==> config.mk <==
export PLATFORM = sky130hd
export DESIGN_NAME = ac_rms_current_meter_with_smoothing
export DESIGN_NICKNAME = d
export VERILOG_FILES = /design/src/rmsm_pkg.sv /design/src/rmsm_front.sv /design/src/rmsm_queue.sv /design/src/rmsm_div.sv /design/src/rmsm_back.sv /design/src/ac_rms_current_meter_with_smoothing.sv
export SDC_FILE = /design/constraint.sdc
export NUM_CORES = 2
export LEC_CHECK = 0
export BUFFER_PORTS_ARGS = -buffer_cell sky130_fd_sc_hd__clkbuf_2
export CORE_UTILIZATION = 40
export DETAILED_ROUTE_END_ITERATION = 16
export GPL_TIMING_DRIVEN = 0
export PLACE_DENSITY = 0.67
export SETUP_SLACK_MARGIN = 0.05
export SLEW_MARGIN = 20
export SYNTH_ARGS = -nofsm -noshare
export SYNTH_HDL_FRONTEND = slang
export SYNTH_SLANG_ARGS = --single-unit
==> constraint.sdc <==
create_clock -name clk -period 24.7 [get_ports clk]
set_clock_uncertainty 0.05 [all_clocks]
set_input_delay 2.47 -clock clk [delete_from_list [all_inputs] [get_ports clk]]
set_output_delay 2.47 -clock clk [all_outputs]
set_load 0.02 [all_outputs]
==> src/rmsm_pkg.sv <==
// Shared types and constants for the RMS current meter.
// Used by every module of the block; depends on nothing.
package rmsm_pkg;

    localparam int SMP_W      = 16;
    localparam int GAIN_W     = 24;
    localparam int WIN_W      = 13;
    localparam int SUM_W      = 48;
    localparam int MA_W       = 20;
    localparam int ROOT_W     = SUM_W / 2;
    localparam int REM_W      = ROOT_W + 3;
    localparam int PROD_W     = ROOT_W + GAIN_W;
    localparam int ITER_W     = $clog2(ROOT_W);
    localparam int DIV_CNT_W  = $clog2(SUM_W);
    localparam int WIN_MAX    = (1 << WIN_W) - 1;

    localparam int CFG_IDX_W  = 2;
    localparam int CFG_DATA_W = 24;

    localparam int QUEUE_DEPTH = 2;
    localparam int QPTR_W      = $clog2(QUEUE_DEPTH);

    localparam logic [MA_W-1:0]   MA_MAX      = {MA_W{1'b1}};
    localparam logic [GAIN_W-1:0] GAIN_RESET  = 24'd245760;
    localparam logic [WIN_W-1:0]  SPW_RESET   = 13'd430;

    // Configuration register indexes
    localparam logic [CFG_IDX_W-1:0] CFG_BIAS = 2'd0;
    localparam logic [CFG_IDX_W-1:0] CFG_GAIN = 2'd1;
    localparam logic [CFG_IDX_W-1:0] CFG_SPW  = 2'd2;

    // One finished window, as handed from the front end to the back end
    typedef struct packed {
        logic [SUM_W-1:0] sum;
        logic [WIN_W-1:0] valid;
        logic             ok;
    } win_t;

    typedef struct packed {
        logic full;
        logic empty;
    } q_status_t;

    typedef enum logic [3:0] {
        B_IDLE,
        B_DIV_MS,
        B_SQRT,
        B_SCALE,
        B_SAT,
        B_MEAN,
        B_EMIT
    } back_state_t;

endpackage

==> src/rmsm_front.sv <==
// Front end: takes sample transactions, accumulates squares and closes windows.
// Depends on rmsm_pkg.
module rmsm_front #(
    parameter int MAX_WINDOW_SLOTS = 4096
) (
    input  logic                                clk,
    input  logic                                rst_n,
    input  logic                                in_valid,
    output logic                                in_stall,
    input  logic signed [rmsm_pkg::SMP_W-1:0]   sample,
    input  logic                                sample_ok,
    input  logic signed [rmsm_pkg::SMP_W-1:0]   bias,
    input  logic        [rmsm_pkg::WIN_W-1:0]   spw,
    input  logic                                q_full,
    output logic                                win_push,
    output rmsm_pkg::win_t                      win_data
);
    import rmsm_pkg::*;

    localparam int N_CAP = (MAX_WINDOW_SLOTS > WIN_MAX) ? WIN_MAX : MAX_WINDOW_SLOTS;

    logic [SUM_W-1:0]      sum_reg,   sum_next;
    logic [WIN_W-1:0]      valid_reg, valid_next;
    logic [WIN_W-1:0]      slot_reg,  slot_next;

    logic                  accept;
    logic [WIN_W-1:0]      n;
    logic [WIN_W+1:0]      n3;
    logic [WIN_W-1:0]      quorum;
    logic signed [SMP_W:0] diff;
    logic [SMP_W:0]        mag;
    logic [2*SMP_W+1:0]    sq;
    logic [SUM_W-1:0]      sum_upd;
    logic [WIN_W-1:0]      valid_upd;
    logic [WIN_W-1:0]      slot_upd;
    logic                  close;

    assign in_stall = q_full;
    assign accept   = in_valid && !q_full;

    always_comb
    begin
        if (spw == '0)
        begin
            n = WIN_W'(1);
        end
        else if (spw > WIN_W'(N_CAP))
        begin
            n = WIN_W'(N_CAP);
        end
        else
        begin
            n = spw;
        end
    end

    assign n3     = {1'b0, n, 1'b0} + {2'b00, n};
    assign quorum = n3[WIN_W+1:2];

    assign diff = {sample[SMP_W-1], sample} - {bias[SMP_W-1], bias};
    assign mag  = diff[SMP_W] ? (SMP_W+1)'(-diff) : (SMP_W+1)'(diff);
    assign sq   = mag * mag;

    assign sum_upd   = sample_ok ? (sum_reg + SUM_W'(sq)) : sum_reg;
    assign valid_upd = valid_reg + WIN_W'(sample_ok);
    assign slot_upd  = slot_reg + WIN_W'(1);
    assign close     = slot_upd >= n;

    always_comb
    begin
        sum_next   = sum_reg;
        valid_next = valid_reg;
        slot_next  = slot_reg;
        win_push   = 1'b0;
        if (accept)
        begin
            if (close)
            begin
                // hand the window over and start the next one empty
                win_push   = 1'b1;
                sum_next   = '0;
                valid_next = '0;
                slot_next  = '0;
            end
            else
            begin
                sum_next   = sum_upd;
                valid_next = valid_upd;
                slot_next  = slot_upd;
            end
        end
    end

    assign win_data.sum   = sum_upd;
    assign win_data.valid = valid_upd;
    assign win_data.ok    = valid_upd >= quorum;

    always_ff @(posedge clk or negedge rst_n)
    begin
        if (!rst_n)
        begin
            sum_reg   <= '0;
            valid_reg <= '0;
            slot_reg  <= '0;
        end
        else
        begin
            sum_reg   <= sum_next;
            valid_reg <= valid_next;
            slot_reg  <= slot_next;
        end
    end

endmodule

==> src/rmsm_queue.sv <==
// Short queue of finished windows between front end and back end.
// Depends on rmsm_pkg.
module rmsm_queue (
    input  logic                  clk,
    input  logic                  rst_n,
    input  logic                  push,
    input  rmsm_pkg::win_t        push_data,
    input  logic                  pop,
    output rmsm_pkg::win_t        head,
    output rmsm_pkg::q_status_t   status
);
    import rmsm_pkg::*;

    win_t              entry_reg [QUEUE_DEPTH];
    logic [QPTR_W-1:0] wr_ptr_reg, wr_ptr_next;
    logic [QPTR_W-1:0] rd_ptr_reg, rd_ptr_next;
    logic [QPTR_W:0]   count_reg,  count_next;

    assign head         = entry_reg[rd_ptr_reg];
    assign status.full  = count_reg == (QPTR_W+1)'(QUEUE_DEPTH);
    assign status.empty = count_reg == '0;

    always_comb
    begin
        wr_ptr_next = push ? wr_ptr_reg + QPTR_W'(1) : wr_ptr_reg;
        rd_ptr_next = pop  ? rd_ptr_reg + QPTR_W'(1) : rd_ptr_reg;
        count_next  = count_reg;
        if (push && !pop)
        begin
            count_next = count_reg + (QPTR_W+1)'(1);
        end
        else if (pop && !push)
        begin
            count_next = count_reg - (QPTR_W+1)'(1);
        end
    end

    always_ff @(posedge clk)
    begin
        if (push)
        begin
            entry_reg[wr_ptr_reg] <= push_data;
        end
    end

    always_ff @(posedge clk or negedge rst_n)
    begin
        if (!rst_n)
        begin
            wr_ptr_reg <= '0;
            rd_ptr_reg <= '0;
            count_reg  <= '0;
        end
        else
        begin
            wr_ptr_reg <= wr_ptr_next;
            rd_ptr_reg <= rd_ptr_next;
            count_reg  <= count_next;
        end
    end

endmodule

==> src/rmsm_div.sv <==
// Iterative restoring divider, one quotient bit per cycle.
// Depends on rmsm_pkg.
module rmsm_div (
    input  logic                         clk,
    input  logic                         rst_n,
    input  logic                         start,
    input  logic [rmsm_pkg::SUM_W-1:0]   dividend,
    input  logic [rmsm_pkg::WIN_W-1:0]   divisor,
    output logic                         done,
    output logic [rmsm_pkg::SUM_W-1:0]   quotient
);
    import rmsm_pkg::*;

    logic                 busy_reg, busy_next;
    logic                 done_reg, done_next;
    logic [DIV_CNT_W-1:0] cnt_reg,  cnt_next;
    logic [SUM_W-1:0]     q_reg,    q_next;
    logic [WIN_W-1:0]     rem_reg,  rem_next;
    logic [WIN_W-1:0]     dvs_reg,  dvs_next;
    logic [WIN_W:0]       rem_sh;

    assign rem_sh = {rem_reg, q_reg[SUM_W-1]};

    always_comb
    begin
        busy_next = busy_reg;
        done_next = 1'b0;
        cnt_next  = cnt_reg;
        q_next    = q_reg;
        rem_next  = rem_reg;
        dvs_next  = dvs_reg;
        if (start)
        begin
            busy_next = 1'b1;
            cnt_next  = '0;
            q_next    = dividend;
            rem_next  = '0;
            dvs_next  = divisor;
        end
        else if (busy_reg)
        begin
            if (rem_sh >= {1'b0, dvs_reg})
            begin
                rem_next = WIN_W'(rem_sh - {1'b0, dvs_reg});
                q_next   = {q_reg[SUM_W-2:0], 1'b1};
            end
            else
            begin
                rem_next = rem_sh[WIN_W-1:0];
                q_next   = {q_reg[SUM_W-2:0], 1'b0};
            end
            cnt_next = cnt_reg + DIV_CNT_W'(1);
            if (cnt_reg == DIV_CNT_W'(SUM_W - 1))
            begin
                busy_next = 1'b0;
                done_next = 1'b1;
            end
        end
    end

    assign done     = done_reg;
    assign quotient = q_reg;

    always_ff @(posedge clk)
    begin
        cnt_reg <= cnt_next;
        q_reg   <= q_next;
        rem_reg <= rem_next;
        dvs_reg <= dvs_next;
    end

    always_ff @(posedge clk or negedge rst_n)
    begin
        if (!rst_n)
        begin
            busy_reg <= 1'b0;
            done_reg <= 1'b0;
        end
        else
        begin
            busy_reg <= busy_next;
            done_reg <= done_next;
        end
    end

endmodule

==> src/rmsm_back.sv <==
// Back end: mean square, square root, scaling, history ring and result register.
// Depends on rmsm_pkg and rmsm_div.
module rmsm_back #(
    parameter int HISTORY_DEPTH = 6
) (
    input  logic                          clk,
    input  logic                          rst_n,
    input  rmsm_pkg::win_t                head,
    input  rmsm_pkg::q_status_t           q_status,
    output logic                          pop,
    input  logic [rmsm_pkg::GAIN_W-1:0]   gain,
    output logic                          out_valid,
    input  logic                          out_stall,
    output logic [rmsm_pkg::MA_W-1:0]     smoothed_ma,
    output logic [rmsm_pkg::MA_W-1:0]     window_rms_ma,
    output logic                          window_accepted,
    output logic [rmsm_pkg::WIN_W-1:0]    valid_in_window
);
    import rmsm_pkg::*;

    localparam int POS_W = (HISTORY_DEPTH > 1) ? $clog2(HISTORY_DEPTH) : 1;
    localparam int TOT_W = MA_W + $clog2(HISTORY_DEPTH + 1);
    // Ring mean by reciprocal multiplication, exact for every total below 2**TOT_W
    localparam int              RCP_SH   = TOT_W + $clog2(HISTORY_DEPTH);
    localparam longint          RCP_FULL = ((longint'(1) << RCP_SH) + longint'(HISTORY_DEPTH)
                                            - longint'(1)) / longint'(HISTORY_DEPTH);
    localparam logic [TOT_W:0]  RCP      = (TOT_W+1)'(RCP_FULL);

    back_state_t        state_reg, state_next;

    logic               div_start;
    logic               div_done;
    logic [SUM_W-1:0]   div_dividend;
    logic [WIN_W-1:0]   div_divisor;
    logic [SUM_W-1:0]   div_quot;

    logic [WIN_W-1:0]   valid_reg;
    logic               ok_reg;
    logic [SUM_W-1:0]   rad_reg;
    logic [REM_W-1:0]   rem_reg;
    logic [ROOT_W-1:0]  root_reg;
    logic [ITER_W-1:0]  iter_reg;
    logic [PROD_W-1:0]  prod_reg;
    logic [MA_W-1:0]    win_ma_reg;
    logic [MA_W-1:0]    mean_reg;

    logic [MA_W-1:0]    hist_reg [HISTORY_DEPTH];
    logic [POS_W-1:0]   pos_reg;
    logic [TOT_W-1:0]   total_reg;

    logic               out_valid_reg;
    logic [MA_W-1:0]    smoothed_reg;
    logic [MA_W-1:0]    rms_reg;
    logic               acc_reg;
    logic [WIN_W-1:0]   vin_reg;

    logic               out_free;
    logic               emit;
    logic [REM_W-1:0]   rem_sh;
    logic [REM_W-1:0]   trial;
    logic               take;
    logic [MA_W-1:0]    sat_ma;
    logic [2*TOT_W:0]   mean_prod;

    rmsm_div u_div (
        .clk      (clk),
        .rst_n    (rst_n),
        .start    (div_start),
        .dividend (div_dividend),
        .divisor  (div_divisor),
        .done     (div_done),
        .quotient (div_quot)
    );

    assign out_free     = !out_valid_reg || !out_stall;
    assign div_dividend = head.sum;
    assign div_divisor  = head.valid;

    // Next state
    always_comb
    begin
        state_next = state_reg;
        unique case (state_reg)
            B_IDLE:
            begin
                if (!q_status.empty)
                begin
                    if (!head.ok)
                    begin
                        state_next = B_MEAN;
                    end
                    else if (head.valid == '0)
                    begin
                        state_next = B_SCALE;
                    end
                    else
                    begin
                        state_next = B_DIV_MS;
                    end
                end
            end
            B_DIV_MS:
            begin
                if (div_done)
                begin
                    state_next = B_SQRT;
                end
            end
            B_SQRT:
            begin
                if (iter_reg == ITER_W'(ROOT_W - 1))
                begin
                    state_next = B_SCALE;
                end
            end
            B_SCALE:   state_next = B_SAT;
            B_SAT:     state_next = B_MEAN;
            B_MEAN:    state_next = B_EMIT;
            B_EMIT:
            begin
                if (out_free)
                begin
                    state_next = B_IDLE;
                end
            end
            default:   state_next = B_IDLE;
        endcase
    end

    // Control outputs
    always_comb
    begin
        pop       = 1'b0;
        div_start = 1'b0;
        emit      = 1'b0;
        unique case (state_reg)
            B_IDLE:
            begin
                pop       = !q_status.empty;
                div_start = !q_status.empty && head.ok && (head.valid != '0);
            end
            B_EMIT:    emit = out_free;
            default:
            begin
                pop = 1'b0;
            end
        endcase
    end

    // Square root: two radicand bits per step
    assign rem_sh = {rem_reg[REM_W-3:0], rad_reg[SUM_W-1 -: 2]};
    assign trial  = REM_W'({root_reg, 2'b01});
    assign take   = rem_sh >= trial;

    assign sat_ma = (prod_reg[PROD_W-1:MA_W+16] != '0) ? MA_MAX : prod_reg[MA_W+15:16];

    assign mean_prod = total_reg * RCP;

    always_ff @(posedge clk)
    begin
        unique case (state_reg)
            B_IDLE:
            begin
                valid_reg  <= head.valid;
                ok_reg     <= head.ok;
                root_reg   <= '0;
                win_ma_reg <= '0;
            end
            B_DIV_MS:
            begin
                rad_reg  <= div_quot;
                rem_reg  <= '0;
                root_reg <= '0;
                iter_reg <= '0;
            end
            B_SQRT:
            begin
                rad_reg  <= {rad_reg[SUM_W-3:0], 2'b00};
                rem_reg  <= take ? (rem_sh - trial) : rem_sh;
                root_reg <= {root_reg[ROOT_W-2:0], take};
                iter_reg <= iter_reg + ITER_W'(1);
            end
            B_SCALE:   prod_reg   <= root_reg * gain;
            B_SAT:     win_ma_reg <= sat_ma;
            B_MEAN:    mean_reg   <= mean_prod[RCP_SH +: MA_W];
            default:
            begin
                mean_reg <= mean_reg;
            end
        endcase
        if (emit)
        begin
            smoothed_reg <= mean_reg;
            rms_reg      <= win_ma_reg;
            acc_reg      <= ok_reg;
            vin_reg      <= valid_reg;
        end
    end

    always_ff @(posedge clk or negedge rst_n)
    begin
        if (!rst_n)
        begin
            state_reg     <= B_IDLE;
            pos_reg       <= '0;
            total_reg     <= '0;
            out_valid_reg <= 1'b0;
            for (int i = 0; i < HISTORY_DEPTH; i++)
            begin
                hist_reg[i] <= '0;
            end
        end
        else
        begin
            state_reg <= state_next;
            if (state_reg == B_SAT)
            begin
                // replace the oldest entry and keep the running total in step
                total_reg         <= total_reg - TOT_W'(hist_reg[pos_reg]) + TOT_W'(sat_ma);
                hist_reg[pos_reg] <= sat_ma;
                pos_reg           <= (pos_reg == POS_W'(HISTORY_DEPTH - 1)) ?
                                     '0 : pos_reg + POS_W'(1);
            end
            if (emit)
            begin
                out_valid_reg <= 1'b1;
            end
            else if (!out_stall)
            begin
                out_valid_reg <= 1'b0;
            end
        end
    end

    assign out_valid       = out_valid_reg;
    assign smoothed_ma     = smoothed_reg;
    assign window_rms_ma   = rms_reg;
    assign window_accepted = acc_reg;
    assign valid_in_window = vin_reg;

endmodule

==> src/ac_rms_current_meter_with_smoothing.sv <==
// True-RMS current meter: one sample transaction per cycle while the window queue has room.
// An accepted window passes pop, the 48-step mean-square divider, 24 root steps, scaling,
// saturation, averaging and emit. A rejected window goes from pop straight to averaging
// and emit; one with no valid sample skips only the divider and root. The back end works
// one window at a time; two more queue up, then the input stalls until the back end pops one.
// Reset (rst_n, asynchronous, active low) clears accumulators, ring and queue, loads defaults.
module ac_rms_current_meter_with_smoothing #(
    parameter int HISTORY_DEPTH    = 6,
    parameter int MAX_WINDOW_SLOTS = 4096
) (
    input  logic                                  clk,
    input  logic                                  rst_n,
    input  logic                                  cfg_we,
    input  logic        [rmsm_pkg::CFG_IDX_W-1:0] cfg_index,
    input  logic        [rmsm_pkg::CFG_DATA_W-1:0] cfg_data,
    input  logic                                  in_valid,
    output logic                                  in_stall,
    input  logic signed [rmsm_pkg::SMP_W-1:0]     sample,
    input  logic                                  sample_ok,
    output logic                                  out_valid,
    input  logic                                  out_stall,
    output logic        [rmsm_pkg::MA_W-1:0]      smoothed_ma,
    output logic        [rmsm_pkg::MA_W-1:0]      window_rms_ma,
    output logic                                  window_accepted,
    output logic        [rmsm_pkg::WIN_W-1:0]     valid_in_window
);
    import rmsm_pkg::*;

    logic signed [SMP_W-1:0] bias_reg;
    logic [GAIN_W-1:0]       gain_reg;
    logic [WIN_W-1:0]        spw_reg;

    logic                    win_push;
    win_t                    win_data;
    win_t                    q_head;
    q_status_t               q_status;
    logic                    q_pop;

    always_ff @(posedge clk or negedge rst_n)
    begin
        if (!rst_n)
        begin
            bias_reg <= '0;
            gain_reg <= GAIN_RESET;
            spw_reg  <= SPW_RESET;
        end
        else if (cfg_we)
        begin
            unique case (cfg_index)
                CFG_BIAS: bias_reg <= cfg_data[SMP_W-1:0];
                CFG_GAIN: gain_reg <= cfg_data[GAIN_W-1:0];
                CFG_SPW:  spw_reg  <= cfg_data[WIN_W-1:0];
                default:  bias_reg <= bias_reg;
            endcase
        end
    end

    rmsm_front #(
        .MAX_WINDOW_SLOTS (MAX_WINDOW_SLOTS)
    ) u_front (
        .clk       (clk),
        .rst_n     (rst_n),
        .in_valid  (in_valid),
        .in_stall  (in_stall),
        .sample    (sample),
        .sample_ok (sample_ok),
        .bias      (bias_reg),
        .spw       (spw_reg),
        .q_full    (q_status.full),
        .win_push  (win_push),
        .win_data  (win_data)
    );

    rmsm_queue u_queue (
        .clk       (clk),
        .rst_n     (rst_n),
        .push      (win_push),
        .push_data (win_data),
        .pop       (q_pop),
        .head      (q_head),
        .status    (q_status)
    );

    rmsm_back #(
        .HISTORY_DEPTH (HISTORY_DEPTH)
    ) u_back (
        .clk             (clk),
        .rst_n           (rst_n),
        .head            (q_head),
        .q_status        (q_status),
        .pop             (q_pop),
        .gain            (gain_reg),
        .out_valid       (out_valid),
        .out_stall       (out_stall),
        .smoothed_ma     (smoothed_ma),
        .window_rms_ma   (window_rms_ma),
        .window_accepted (window_accepted),
        .valid_in_window (valid_in_window)
    );

endmodule

**After elaboration in Yosys (flattened, before gate mapping)**

Memory sizes are Yosys's and may differ from the RTL's.
Cells that the tools add are included.

- Flip-flop bits (word level): 622
- Memory bits (writable): 124
- Logic and storage cells: 163
- Memories kept: 1

Memories:

| name | depth | bits a word | read ports | clocked after memory_dff | wr ports | RTL line | RTL |
|---|---|---|---|---|---|---|---|
| u_queue.entry_reg | 2 | 62 | 1 | 0 | 1 | rmsm_queue.sv:14 | `win_t entry_reg [QUEUE_DEPTH];` |

- Add/sub/neg operators: 17
- $mul: 3
- Order comparisons: 7
- Equal/unequal tests: 17
- Multiplexer cells: 49
- Bitwise logic cells: 1
- Reductions and logical operators: 30

Operators by type and width:

| operator | number |
|---|---|
| $mux 48 | 4 |
| $bwmux 120 | 1 |
| $pmux 48 s2 | 1 |
| $mux 20 | 4 |
| $mux 13 | 5 |
| $bmux 20 s3 | 1 |
| $demux 20 s3 | 1 |
| $pmux 25 s2 | 1 |
| $add 48x34->48 | 1 |
| $mul 24x24->48 | 1 |
| $pmux 24 s2 | 1 |
| $mul 23x24->46 const B | 1 |
| $pmux 20 s2 | 1 |
| $mul 17x17->34 | 1 |
| $pmux 4 s7 | 1 |
| $ge 27x26->1 | 1 |
| $ge 13x13->1 | 2 |
| $logic_not 13->1 | 2 |
| $mux 25 | 1 |
| $sub 25x25->25 | 1 |
| $add 23x20->23 | 1 |
| $sub 23x20->23 | 1 |
| $mux 4 | 5 |
| $mux 17 | 1 |
| 42 further kinds | 84 |

**Depth between registers and ports, before layout**

- Depth after elaboration: 10
- Depth in mapped cells: 41
- Mapped depth without buffers: 38

**By module**

Synthesis repeated with hierarchy kept, for this count alone.

- Cell total of the unflattened synthesis: 6867
- Area total of the unflattened synthesis: 69907.0 um^2

Modules (own cells, without submodules):

| module | instances | cells each | area each (um^2) | sequential area each (um^2) |
|---|---|---|---|---|
| rmsm_back | 1 | 4372 | 43082.6 | 11020.6 |
| rmsm_front | 1 | 1865 | 15805.2 | 1851.8 |
| rmsm_queue | 1 | 209 | 4961.0 | 3823.7 |
| rmsm_div | 1 | 308 | 4038.9 | 2262.2 |
| ac_rms_current_meter_with_smoothing | 1 | 113 | 2019.4 | 1338.8 |

**Worst setup path after synthesis**

No wires, ideal clock.

- Kind: input -> register
- Start point: input port sample[0] (netlist name)
- End point: memory u_queue.entry_reg[0][52] (netlist name), data pin
- Setup time: 0.264 ns
- Arrival: 11.099 ns
- Setup slack: 13.287 ns
- Cell stages on the path: 35
- Path buffers: 2
- Cells stage by stage: inv_1 ha_1 fa_1 nor2b_1 o21ai_2 a21boi_1 o31a_1 o21a_1 o21ai_0 a31o_1 nor4_4 a31oi_1 xnor2_1 buf_2 nor2_1 fa_1 inv_1 fa_1 inv_1 fa_1 fa_1 fa_1 inv_1 fa_1 inv_1 ha_1 a21o_1 a221o_1 a21oi_1 a31oi_1 a41o_1 o41ai_2 clkbuf_1 nor2_1 xor2_1

- Word-level cells in the longest chain between the ends: 6

RTL lines:

| item | RTL line | RTL |
|---|---|---|
| start, declared | ac_rms_current_meter_with_smoothing.sv:18 | `input logic signed [rmsm_pkg::SMP_W-1:0] sample,` |
| $sub 16x16->17 * | rmsm_front.sv:60 | `assign diff = {sample[SMP_W-1], sample} - {bias[SMP_W-1], bias};` |
| $neg 17->17 | rmsm_front.sv:61 | `assign mag = diff[SMP_W] ? (SMP_W+1)'(-diff) : (SMP_W+1)'(diff);` |
| $mux 17 * | rmsm_front.sv:61 |  |
| $mul 17x17->34 * | rmsm_front.sv:62 | `assign sq = mag * mag;` |
| $add 48x34->48 * | rmsm_front.sv:64 | `assign sum_upd = sample_ok ? (sum_reg + SUM_W'(sq)) : sum_reg;` |
| $mux 48 * | rmsm_front.sv:64 |  |
| via u_front.sum_upd[38] | rmsm_front.sv:33 | `logic [SUM_W-1:0] sum_upd;` |
| end, declared | rmsm_queue.sv:14 |  |

Mark *: on every way through the listed nets, which the timed path passes. The rest lies on a longest branch.

**Worst setup path after layout**

- Start point: input port sample[0] (netlist name)
- End point: memory u_queue.entry_reg[0][56] (netlist name), data pin

The elaborated chain is that of the path after synthesis.

==> results.py <==
metrics = {
    "grt": {
        "grt_max_degree": 79,
        "grt_overflow": 0,
        "grt.total_usage_pct": 22.0,
        "antenna_found_initial": 7,
        "grt_pass1_wl_mm": 289,
        "grt_pass1_vias": 51000,
    },
    "detailed_routing": {
        "wl_per_cell_um": 20.0,
        "wl_mm": 184,
        "drtPass1Iterations": 6,
        "ant_nets": 0,
        "vias": 48500,
        "drc": 0,
        "drt-initial-drc-count": 3641,
        "via_per_inst": 5.26,
    },
    "synthesis": {
        "avgSynthCellArea_um2": 10.1,
        "synth.distinct_cells": 90,
        "synth_warnings": 0,
        "synth_flop_cell": "edfxtp_1",
        "synth_edf_count": 427,
        "seq_area_frac_synth_pct": 29.9,
        "syn_area_um2": 67900,
        "ys_async_sr_fraction_pct": 38.8,
        "ys_ff_latch": 729,
        "synthCells": 6735,
    },
    "die": {
        "rows": 150,
        "core_um2": 168000,
        "ios": 104,
        "die-width_um": 414,
        "fp.dieArea_um2": 171000,
        "fp.dieH_um": 414,
        "initial_core_util_pct": 40.5,
    },
    "setup_path": {
        "cp-start-kind": "primary input",
        "crit_path_end_kind": "flip-flop",
        "path_common_cell": "fa_1",
        "crit_required_ns": 25.07,
        "arrival_ns": 13.68,
        "path_class": "primary input to flip-flop",
        "critPathMaxStageDelay_ns": 1.01,
        "critPathSlowestCell": "xor2_1",
        "r2r_slack_ns": 12.93,
        "crit_fanout": 10,
    },
    "layout": {
        "drive_gt1_share_pct": 5.87,
        "n_antenna_cell": 0,
        "syn_to_final_growth_pct": 9.68,
        "nets": 8455,
        "layout_commonest_cell": "inv_1",
        "n_fill_cell": 15900,
        "layout_common_cells": "1185 x inv_1, 955 x nand2_1, 870 x fa_1",
        "largest_register_ffs": 124,
    },
    "clocking": {
        "post_cts.repair.setup_buffers": 0,
        "cts_inserted_buffers": 81,
        "cts-resized-gates": 0,
        "clk_transition_reported_paths_ns": 0.06,
        "cts_max_level": 3,
        "clock_latency_ns": 0.68,
        "clk_path_buf_depth": 3,
        "root_buffer": "clkbuf_16",
        "clkSinkCount": 729,
        "hold_buffers": 0,
        "cts_tree": "built",
    },
    "hold_path": {
        "hold_path_class": "flip-flop to flip-flop",
    },
    "placed_design": {
        "gp_congestion": 1.01,
        "hpwl_mm": 147,
        "port_buffers": 103,
    },
    "timing": {
        "drv_slew": 0,
        "hold_viol_final": 0,
        "finalCritPeriodShare_pct": 53.9,
        "timing.final.crit_period_ns": 13.31,
        "worst_slew_pin_slew_ns": 1.25,
        "relSlewSlack_pct": 16.4,
        "setup_viol": 0,
        "fmax_ghz": 0.0751,
        "setup_tns_ns": 0,
        "rsz0062_at_grt": "no",
    },
    "outcome": {
        "status": "complete, no violations",
    },
    "run": {
        "drv_cap": 0,
    },
}
[worst max-delay path: cells and delay by family]
kind	cells	cell delay (ns)
AO/OA/AOI/OAI	14	3.46
XOR/XNOR	2	1.19
adder cells (fa/ha/maj)	9	4.00
buffers and inverters	9	1.88
AND/OR/NAND/NOR	4	0.64
[cells by family after synthesis]
logic type	Yosys count	share of synthesized area [%]
adder cells (fa/ha/maj)	1456	36.5
buffers and inverters	1455	8.06
flip-flops	729	29.9
other	2	0.0111
AND/OR/NAND/NOR	1835	12.0
multiplexers	194	3.19
XOR/XNOR	208	2.71
AO/OA/AOI/OAI	856	7.70
[per-stage QoR]
stage / instance area [um^2] / util, % / cells / hold WS (ns) / worst slack [ns]
global route: 74500 / 44.4 / 9224 / 0.366 / 10.95
floorplan: 67900 / - / 6744 / 0.350 / 13.29
finish: 74500 / 44.4 / 9224 / 0.364 / 11.39
detailed placement: 71700 / 42.7 / 9072 / 0.355 / 10.96
global placement: 71200 / 42.4 / 9051 / 0.351 / 11.11
CTS: 74500 / 44.4 / 9224 / 0.364 / 11.67
[cells in the mapped netlist (all sizes together) (13+ instances only)]
cell / n / area [um^2]
a211oi: 17 / 128
a21o: 81 / 608
a21oi: 227 / 1140
a22o: 16 / 140
a22oi: 13 / 97.6
a31oi: 26 / 163
and2: 205 / 1280
and3: 37 / 231
buf: 20 / 87.6
clkbuf: 243 / 912
dfrtp: 273 / 6830
dfxtp: 19 / 380
edfxtp: 427 / 12800
fa: 870 / 17400
ha: 586 / 7330
inv: 1189 / 4460
mux2: 87 / 980
mux2i: 98 / 981
nand2: 955 / 3580
nand2b: 21 / 131
nand3: 63 / 315
nand4: 26 / 163
nor2: 365 / 1370
nor2b: 25 / 156
nor3: 61 / 310
o211ai: 25 / 188
o21a: 25 / 188
o21ai: 299 / 1500
o21bai: 19 / 143
or3: 14 / 87.6
xnor2: 132 / 1170
xor2: 76 / 666
[path summary, 6_finish.rpt]
path / startpoint / endpoint / cells after the start
max in group asynchronous: rst_n / gain_reg[17] / 4
hold reg to reg: u_back.valid_reg[6] / u_back.valid_in_window[6] / 0
setup / recovery: sample[0] / u_queue.entry_reg[0][56] / 38
setup reg to reg: bias_reg[0] / u_queue.entry_reg[0][56] / 36
hold / removal: u_back.valid_reg[6] / u_back.valid_in_window[6] / 0
min in group asynchronous: rst_n / u_back.hist_reg[107] / 1
[routing by layer]
| layer | GRT usage (%) | vias up | part of all wire, % |
|---|---|---|---|
| met5 | 0 | - | 0 |
| met4 | 10.0 | 0 | 5.1 |
| met3 | 4.62 | 406 | 7.9 |
| met2 | 35.8 | 1692 | 46 |
| met1 | 28.1 | 24400 | 41 |
| li1 | - | 22000 | - |
[layout make-up]
class	count	area (um^2)	area share (%)
Buffer	263	1000	1.34
Sequential cell	729	20300	27.3
Clock inverter	36	490	0.659
Inverter	1192	4470	6.01
Timing Repair Buffer	124	911	1.22
Clock buffer	116	2310	3.11
Tap cell	2204	2760	3.70
Multi-Input combinational cell	4560	42200	56.7
Power is not shown: default switching activity piles up to over one toggle a cycle in this logic, so the estimate is an artifact.
